File: src/design/assert_macros.svh
`ifndef ASSERT_MACROS_SVH
`define ASSERT_MACROS_SVH

// same-cycle implication, sampled on clk, off while rst_n is low
`define OWBM_ASSERT_NOW(lbl, ante, cons) \
  lbl: assert property (@(posedge clk) disable iff (!rst_n) (ante) |-> (cons)) \
    else $error("owbm assertion failed");

// next-cycle implication, sampled on clk, off while rst_n is low
`define OWBM_ASSERT_NEXT(lbl, ante, cons) \
  lbl: assert property (@(posedge clk) disable iff (!rst_n) (ante) |=> (cons)) \
    else $error("owbm assertion failed");

`endif

File: src/design/owbm_pkg.sv
package owbm_pkg;

  localparam int CFG_W     = 10;
  localparam int NUM_REGS  = 8;
  localparam int REG_IDX_W = 3;

  localparam logic [REG_IDX_W-1:0] REG_RESET_LOW      = 3'd0;
  localparam logic [REG_IDX_W-1:0] REG_PRESENCE_SMPL  = 3'd1;
  localparam logic [REG_IDX_W-1:0] REG_RESET_TAIL     = 3'd2;
  localparam logic [REG_IDX_W-1:0] REG_WRITE_ONE_LOW  = 3'd3;
  localparam logic [REG_IDX_W-1:0] REG_WRITE_ZERO_LOW = 3'd4;
  localparam logic [REG_IDX_W-1:0] REG_READ_LOW       = 3'd5;
  localparam logic [REG_IDX_W-1:0] REG_READ_SAMPLE    = 3'd6;
  localparam logic [REG_IDX_W-1:0] REG_SLOT_TOTAL     = 3'd7;

  localparam logic [CFG_W-1:0] REG_INIT [NUM_REGS] = '{
    10'd480, 10'd65, 10'd416, 10'd11, 10'd70, 10'd1, 10'd15, 10'd72
  };

  localparam logic [1:0] FUNC_RESET = 2'd0;
  localparam logic [1:0] FUNC_WRITE = 2'd1;
  localparam logic [1:0] FUNC_READ  = 2'd2;
  localparam logic [1:0] FUNC_NONE  = 2'd3;

  localparam logic [1:0] STATUS_PRESENT = 2'd0;
  localparam logic [1:0] STATUS_NO_DEV  = 2'd1;
  localparam logic [1:0] STATUS_SHORT   = 2'd2;

  // reflected form of x^8+x^5+x^4+1
  localparam logic [7:0] CRC_POLY_REFL = 8'h8C;

  typedef enum logic [5:0] {
    PH_IDLE  = 6'b000001,
    PH_RLOW  = 6'b000010,
    PH_RWAIT = 6'b000100,
    PH_RTAIL = 6'b001000,
    PH_WRITE = 6'b010000,
    PH_READ  = 6'b100000
  } phase_t;

  typedef struct packed {
    logic       cmd_valid;
    logic [1:0] func;
    logic [7:0] tx_byte;
    logic       line_in;
  } in_t;

  typedef struct packed {
    logic       line_low;
    logic       busy_res;
    logic       done_res;
    logic [7:0] rx_byte;
    logic [1:0] status;
    logic [7:0] crc_value;
  } out_t;

  function automatic logic [7:0] crc_fold(input logic [7:0] crc_in, input logic [7:0] data);
    logic [7:0] c;
    c = crc_in;
    for (int k = 0; k < 8; k++) begin
      if (c[0] ^ data[k]) begin
        c = (c >> 1) ^ CRC_POLY_REFL;
      end else begin
        c = c >> 1;
      end
    end
    return c;
  endfunction

endpackage

File: src/design/one_wire_bus_master.sv
// 1-Wire bus master. Each transaction on the input channel is one bus timing tick: it
// carries the sampled line level and optionally a command (reset/presence, write byte,
// read byte, all LSB first). Exactly one result follows each input, with that tick's
// line drive, busy/done flags, the last read byte, the last reset status and a running
// Dallas CRC-8 over read bytes (cleared by a bus reset). One tick is accepted every
// clock cycle; the input stalls only while out_stall holds a result. The path per tick
// is the slot timer compare plus the 8-step CRC fold. The user must set slot timings
// through the cfg port only while no command is in progress, unchecked by the block.
module one_wire_bus_master #(
  parameter int TIMER_WIDTH = 10
) (
  input  logic                           clk,
  input  logic                           rst_n,
  input  logic                           in_valid,
  output logic                           in_stall,
  input  owbm_pkg::in_t                  in_data,
  output logic                           out_valid,
  input  logic                           out_stall,
  output owbm_pkg::out_t                 out_data,
  input  logic                           cfg_valid,
  output logic                           cfg_ready,
  input  logic [owbm_pkg::REG_IDX_W-1:0] cfg_index,
  input  logic [owbm_pkg::CFG_W-1:0]     cfg_data
);

  localparam logic [TIMER_WIDTH-1:0] TMAX = '1;
  localparam logic [TIMER_WIDTH-1:0] ONE  = TIMER_WIDTH'(1);

  logic [TIMER_WIDTH-1:0] lim [owbm_pkg::NUM_REGS];

  owbm_pkg::phase_t       phase_r, phase_nxt, eph;
  logic [TIMER_WIDTH-1:0] tick_r, tick_nxt, n;
  logic [2:0]             bit_r, bit_nxt;
  logic [7:0]             shift_r, shift_nxt;
  logic [7:0]             rx_r, rx_nxt;
  logic [7:0]             crc_r, crc_nxt;
  logic [1:0]             status_r, status_nxt;
  logic                   out_valid_r;
  owbm_pkg::out_t         out_data_r, res;

  logic                   accept;
  logic                   start_write;
  logic                   span_end;
  logic [TIMER_WIDTH-1:0] span_len, slot, se, sp, wr_low;
  logic [7:0]             rx_shift_new;

  assign cfg_ready = 1'b1;
  assign in_stall  = out_valid_r & out_stall;
  assign accept    = in_valid & ~in_stall;
  assign out_valid = out_valid_r;
  assign out_data  = out_data_r;

  assign start_write = accept && phase_r == owbm_pkg::PH_IDLE && in_data.cmd_valid &&
                       in_data.func == owbm_pkg::FUNC_WRITE;

  owbm_regs #(
    .TIMER_WIDTH(TIMER_WIDTH)
  ) u_regs (
    .clk      (clk),
    .rst_n    (rst_n),
    .wr_en    (cfg_valid & cfg_ready),
    .wr_index (cfg_index),
    .wr_data  (cfg_data),
    .lim_o    (lim)
  );

  always_comb begin
    eph        = phase_r;
    n          = tick_r;
    bit_nxt    = bit_r;
    shift_nxt  = shift_r;
    rx_nxt     = rx_r;
    crc_nxt    = crc_r;
    status_nxt = status_r;
    res        = '0;

    // command start
    if (phase_r == owbm_pkg::PH_IDLE && in_data.cmd_valid &&
        in_data.func != owbm_pkg::FUNC_NONE) begin
      n       = '0;
      bit_nxt = '0;
      if (in_data.func == owbm_pkg::FUNC_RESET) begin
        eph     = owbm_pkg::PH_RLOW;
        crc_nxt = '0;
      end else if (in_data.func == owbm_pkg::FUNC_WRITE) begin
        eph       = owbm_pkg::PH_WRITE;
        shift_nxt = in_data.tx_byte;
      end else begin
        eph       = owbm_pkg::PH_READ;
        shift_nxt = '0;
      end
    end

    slot = lim[owbm_pkg::REG_SLOT_TOTAL];
    se   = (slot == '0) ? ONE : slot;
    sp   = (lim[owbm_pkg::REG_READ_SAMPLE] < se) ? lim[owbm_pkg::REG_READ_SAMPLE] : se - ONE;
    wr_low = shift_nxt[0] ? lim[owbm_pkg::REG_WRITE_ONE_LOW] :
                            lim[owbm_pkg::REG_WRITE_ZERO_LOW];

    unique case (eph)
      owbm_pkg::PH_RLOW:  span_len = lim[owbm_pkg::REG_RESET_LOW];
      owbm_pkg::PH_RWAIT: span_len = lim[owbm_pkg::REG_PRESENCE_SMPL];
      owbm_pkg::PH_RTAIL: span_len = lim[owbm_pkg::REG_RESET_TAIL];
      default:            span_len = slot;
    endcase
    span_end = ({1'b0, n} + {{TIMER_WIDTH{1'b0}}, 1'b1}) >= {1'b0, span_len};

    phase_nxt    = eph;
    tick_nxt     = (n < TMAX) ? n + ONE : n;
    rx_shift_new = {in_data.line_in, shift_nxt[7:1]};
    res.busy_res = (eph != owbm_pkg::PH_IDLE);

    unique case (eph)
      owbm_pkg::PH_IDLE: begin
        tick_nxt = tick_r;
      end
      owbm_pkg::PH_RLOW: begin
        res.line_low = 1'b1;
        if (span_end) begin
          phase_nxt = owbm_pkg::PH_RWAIT;
          tick_nxt  = '0;
        end
      end
      owbm_pkg::PH_RWAIT: begin
        if (span_end) begin
          tick_nxt = '0;
          if (in_data.line_in) begin
            status_nxt   = owbm_pkg::STATUS_NO_DEV;
            res.done_res = 1'b1;
            phase_nxt    = owbm_pkg::PH_IDLE;
          end else begin
            phase_nxt = owbm_pkg::PH_RTAIL;
          end
        end
      end
      owbm_pkg::PH_RTAIL: begin
        if (span_end) begin
          status_nxt   = in_data.line_in ? owbm_pkg::STATUS_PRESENT : owbm_pkg::STATUS_SHORT;
          res.done_res = 1'b1;
          phase_nxt    = owbm_pkg::PH_IDLE;
          tick_nxt     = '0;
        end
      end
      owbm_pkg::PH_WRITE: begin
        res.line_low = (n < wr_low);
        if (span_end) begin
          shift_nxt = shift_nxt >> 1;
          tick_nxt  = '0;
          if (bit_nxt == 3'd7) begin
            res.done_res = 1'b1;
            phase_nxt    = owbm_pkg::PH_IDLE;
            bit_nxt      = '0;
          end else begin
            bit_nxt = bit_nxt + 3'd1;
          end
        end
      end
      owbm_pkg::PH_READ: begin
        res.line_low = (n < lim[owbm_pkg::REG_READ_LOW]);
        if (n == sp) begin
          shift_nxt = rx_shift_new;
        end
        if (span_end) begin
          tick_nxt = '0;
          if (bit_nxt == 3'd7) begin
            rx_nxt       = shift_nxt;
            crc_nxt      = owbm_pkg::crc_fold(crc_nxt, shift_nxt);
            res.done_res = 1'b1;
            phase_nxt    = owbm_pkg::PH_IDLE;
            bit_nxt      = '0;
          end else begin
            bit_nxt = bit_nxt + 3'd1;
          end
        end
      end
      default: begin
        phase_nxt = owbm_pkg::PH_IDLE;
        tick_nxt  = tick_r;
      end
    endcase

    res.rx_byte   = rx_nxt;
    res.status    = status_nxt;
    res.crc_value = crc_nxt;
  end

  always_ff @(posedge clk) begin
    if (!rst_n) begin
      phase_r     <= owbm_pkg::PH_IDLE;
      tick_r      <= '0;
      bit_r       <= '0;
      shift_r     <= '0;
      rx_r        <= '0;
      crc_r       <= '0;
      status_r    <= '0;
      out_valid_r <= 1'b0;
    end else begin
      if (accept) begin
        phase_r  <= phase_nxt;
        tick_r   <= tick_nxt;
        bit_r    <= bit_nxt;
        shift_r  <= shift_nxt;
        rx_r     <= rx_nxt;
        crc_r    <= crc_nxt;
        status_r <= status_nxt;
      end
      out_valid_r <= accept | (out_valid_r & out_stall);
    end
  end

  always_ff @(posedge clk) begin
    if (accept) begin
      out_data_r <= res;
    end
  end

`include "assert_macros.svh"

  `OWBM_ASSERT_NOW(a_phase_onehot, 1'b1, $onehot(phase_r))
  `OWBM_ASSERT_NOW(a_done_busy, out_valid_r && out_data_r.done_res, out_data_r.busy_res)
  `OWBM_ASSERT_NEXT(a_write_start, start_write, phase_r == owbm_pkg::PH_WRITE)
  `OWBM_ASSERT_NOW(a_idle_bit0, phase_r == owbm_pkg::PH_IDLE, bit_r == 3'd0)

endmodule

File: src/design/owbm_regs.sv
module owbm_regs #(
  parameter int TIMER_WIDTH = 10
) (
  input  logic                               clk,
  input  logic                               rst_n,
  input  logic                               wr_en,
  input  logic [owbm_pkg::REG_IDX_W-1:0]     wr_index,
  input  logic [owbm_pkg::CFG_W-1:0]         wr_data,
  output logic [TIMER_WIDTH-1:0]             lim_o [owbm_pkg::NUM_REGS]
);

  localparam int LW = (TIMER_WIDTH > owbm_pkg::CFG_W) ? TIMER_WIDTH : owbm_pkg::CFG_W;
  localparam logic [TIMER_WIDTH-1:0] TMAX = '1;

  logic [owbm_pkg::CFG_W-1:0] regs_r [owbm_pkg::NUM_REGS];

  always_ff @(posedge clk) begin
    if (!rst_n) begin
      for (int i = 0; i < owbm_pkg::NUM_REGS; i++) begin
        regs_r[i] <= owbm_pkg::REG_INIT[i];
      end
    end else if (wr_en) begin
      regs_r[wr_index] <= wr_data;
    end
  end

  // durations saturate at the timer range
  always_comb begin
    for (int i = 0; i < owbm_pkg::NUM_REGS; i++) begin
      if (LW'(regs_r[i]) > LW'(TMAX)) begin
        lim_o[i] = TMAX;
      end else begin
        lim_o[i] = TIMER_WIDTH'(LW'(regs_r[i]));
      end
    end
  end

endmodule

File: config.mk
export PLATFORM = sky130hd
export DESIGN_NAME = one_wire_bus_master
export DESIGN_NICKNAME = d
export VERILOG_FILES = /design/src/design/owbm_pkg.sv /design/src/design/one_wire_bus_master.sv /design/src/design/owbm_regs.sv
export VERILOG_INCLUDE_DIRS = /design/src /design/src/design
export SDC_FILE = /design/constraint.sdc
export NUM_CORES = 1
export LEC_CHECK = 0
export ABC_AREA = 1
export ABC_CLOCK_PERIOD_IN_PS = 10820
export BUFFER_PORTS_ARGS = -buffer_cell sky130_fd_sc_hd__clkbuf_2
export CAP_MARGIN = 20
export CORE_ASPECT_RATIO = 0.6
export CORE_MARGIN = 2
export CORE_UTILIZATION = 60
export DETAILED_ROUTE_END_ITERATION = 8
export PLACE_DENSITY = 0.83
export SYNTH_ARGS = -nofsm -noshare
export SYNTH_HDL_FRONTEND = slang
export SYNTH_SLANG_ARGS = --single-unit
export TNS_END_PERCENT = 5
File: constraint.sdc
create_clock -name clk -period 10.82 [get_ports clk]
set_clock_uncertainty 0.05 [all_clocks]
set_input_delay 1.082 -clock clk [delete_from_list [all_inputs] [get_ports clk]]
set_output_delay 1.082 -clock clk [all_outputs]
set_load 0.005 [all_outputs]
==> key figures <==
Run status
  • Status: finished, final reports clean

Clock tree
  • Post-CTS Setup Repair Bufs: 0
  • Cells resized by post-CTS repair: 0
  • Root Buffer: clkbuf_16
  • Hold_buf cts: 0
  • Number of buffers created by CTS: 17
  • Total clock sinks: 147
  • Longest Clk Path Bufs: 2
  • CTS clk-pin slew, worst paths: 0.07 ns
  • TritonCTS clock tree: done
  • Clock Latency Late Sink: 0.44 ns
  • # H-tree levels: 4

Hold path
  • Hold path depth: 2
  • Worst hold endpoint: phase_r[1]
  • Worst Hold Class: flip-flop to flip-flop
  • Hold Startpoint: phase_r[1]

Timing
  • Tcrit/Tclk final: 0.660
  • Worst slew pin tran: 0.918 ns
  • Endpoints failing setup: 0
  • Min cycle time layout: 7.15 ns
  • Max_slew headroom: 0.383
  • RSZ-0062 raised after global routing: false
  • Worst setup margin: 3.67 ns
  • Fmax: 140 MHz
  • Setup TNS: 0 ns
  • Hold Fails Final Rpt: 0
  • Slew Viols, Final: 0
  • WHS: 0.420 ns

Critical path
  • Crit end category: flip-flop
  • WS Path Type: primary input to flip-flop
  • Slowest CP cell: nor4_2
  • Data arrival, critical path: 7.43 ns
  • Flop-to-flop setup slack: 3.79 ns
  • CP required: 11.10 ns
  • CP peak stage delay: 0.76 ns
  • CP top delay family: simple AND/OR/NAND/NOR gates
  • R2R depth: 30
  • CP Max Fanout: 27
  • Worst R2R Start: phase_r[2]
  • Startpoint Class: primary input
  • Critical path's most frequent cell: o21ai_0
  • Reg-to-reg endpoint: rx_r[2]
  • CP Buf/Inv Count: 6

Layout
  • Filler cells: 1119
  • Layout cells sized above 1: 0.127
  • Final nets: 1219
  • Area Overhead vs Synth: 11.5%
  • Antenna Cells: 0

Synth
  • Top cells by area, synth: edfxtp_1 34%, nand2_1 10%, dfxtp_1 10%
  • Cell with the most instances after synthesis: nand2_1
  • Avg Cell Area, Syn: 7.95 sq um
  • Post-Syn Nets: 1181
  • #FFs+latches synth: 147
  • EDFF count, synth: 101
  • Post-Syn Instances: 1110
  • Yosys cell types: 54
  • Synth top area share: 0.344
  • Synthesized area: 8820 sq um
  • Async SR Flop Fraction: 0
  • Sequential share of the synthesized area: 0.448
  • Main flop type after synthesis: edfxtp_1
  • Yosys Warn Count: 0
  • Top cell type by total area after synthesis: edfxtp_1
  • Commonest cells in the netlist: 246 x nand2_1, 169 x inv_1, 123 x nor2_1

Pwr
  • Seq pwr share: 0.435
  • Internal power: 1060 uW
  • Sw power: 445 uW
  • Power per cell area: 153 nW/um^2
  • Clock share of power: 0.405
  • Switching share of power: 0.296
  • Leak: 0.00449 uW
  • Gate power share: 0.160
  • Peak supply drop: 0.0000821 V

Global routing
  • Total track usage: 0.315
  • Total gr overflow: 0
  • Global routing usage on met3: 0.0939
  • Number of global-route vias before repair: 7056
  • Met1 usage: 0.498
  • Largest net degree at the start of global routing: 53
  • Initial antenna violation count: 0
  • Gr busiest metal: met1
  • Global-route wire length before repair: 37900 microns
  • GR Layer Usage met2: 0.409

Floorplanning
  • Initial Util: 0.612
  • Row cnt: 34
  • Die Width: 161 microns
  • Die area: 15700 sq um
  • # IOs: 54
  • Core box area: 14400 sq um
  • Die Height: 97.9 microns

Detailed routing
  • Drt drc: 0
  • Routed vias: 7876
  • Vias per cell: 5.80
  • Routed wire length: 24100 microns
  • Drt first pass iters: 5
  • DR WL/cell: 17.7 microns
  • Initial DRC count: 1116
  • Antenna-violating nets left: 0

Place
  • IO Port Bufs: 52
  • DP Worst Slack: 3.56 ns
  • Routability cong.: 1.06
  • Post-DP HPWL: 17400 microns

Flow run
  • Max Cap Violations: 0
[cells in the final DEF (no fill, tap or decap), types with 3 or more instances in the layout]
master     synthesis  routed
nand3_1           66      66
clkinv_1           3       5
clkbuf_2           0      52
xor2_1            12      12
clkbuf_16          0      17
dfxtp_1           46      46
nor2_2             6       6
o22ai_1           10      10
buf_4              3       6
nand2_1          246     246
o21ai_2            5       5
nand3_2           12      12
inv_6              0       4
a21oi_1           52      52
nand2_2           18      18
o21ai_1           12      12
nand3b_1           3       3
a31oi_1            6       6
inv_1            169     169
o21ai_0           53      53
nand4_1           21      21
ha_1              41      41
o211ai_1           7       7
nor2_1           123     122
inv_8              0       3
nor3_1             9       9
mux2i_1            9       9
edfxtp_1         101     101
a22oi_1            6       6
[how the worst max path moves through the flow]
stage / start / to / cells after the start
floorplan: in_data[11] / phase_r[0] / 33
finish: in_data[10] / rx_r[2] / 29
detailed placement: in_data[10] / rx_r[2] / 29
global placement: in_data[10] / out_data[2] / 28
CTS: in_data[10] / rx_r[2] / 28
global route: in_data[10] / rx_r[2] / 29
[worst register-to-register path: cells and delay by family, from the launching register on]
| kind | cells | cell delay, ns |
|---|---|---|
| AND/OR/NAND/NOR | 13 | 3.84 |
| adder cells (fa/ha/maj) | 1 | 0.28 |
| buffers and inverters | 6 | 0.73 |
| AO/OA/AOI/OAI | 10 | 1.57 |
| flip-flops | 1 | 0.45 |
[cells by family after synthesis]
| family | synth area share |
|---|---|
| AOI/OAI and AO/OA | 0.109 |
| xor gates and xnor gates | 0.0148 |
| adders and majority gates | 0.0581 |
| buffers and inverters | 0.0947 |
| DFF | 0.448 |
| muxes | 0.0102 |
| other | 0.000425 |
| and+or+nand+nor | 0.264 |
[power by group through the flow]
stage / combinational [uW] / clock (uW) / sequential, uW
finish: 240 / 608 / 653
global route: 267 / 633 / 656
CTS: 234 / 607 / 652
detailed placement: 231 / 0 / 664
global placement: 225 / 0 / 664
floorplan: 171 / 0 / 658
[flip-flops by register name, indices dropped and copies added (netlist names)]
signal,cells
tick_r,10
out_valid,1
rx_r,8
shift_r,8
bit_r,3
u_regs.regs_r,80
phase_r,6
out_data,21
crc_r,8
status_r,2
[metrics by stage]
stage,std cells,total power (uW),util,area [sq um]
floorplan,1110,829,-,8820
global placement,1326,889,0.639,9210
detailed placement,1327,896,0.641,9240
CTS,1359,1490,0.682,9840
global route,1359,1560,0.682,9840
finish,1359,1500,0.682,9840
[area by class of cell]
| class | count | area, sq um | area share |
|---|---|---|---|
| Tap cell | 198 | 248 | 0.0252 |
| Clock buffer | 17 | 425 | 0.0432 |
| Timing Repair Buffer | 59 | 333 | 0.0338 |
| Clock inverter | 15 | 174 | 0.0177 |
| Sequential cell | 147 | 3950 | 0.402 |
| Multi-Input combinational cell | 749 | 4050 | 0.412 |
| Inverter | 174 | 653 | 0.0664 |
[per-layer routing]
metal	up-vias	routed length, microns
met5	-	0
met4	0	395
met3	51	3470
met2	505	9180
met1	3576	11000
li1	3744	-
(Power assumes the default switching activity.)
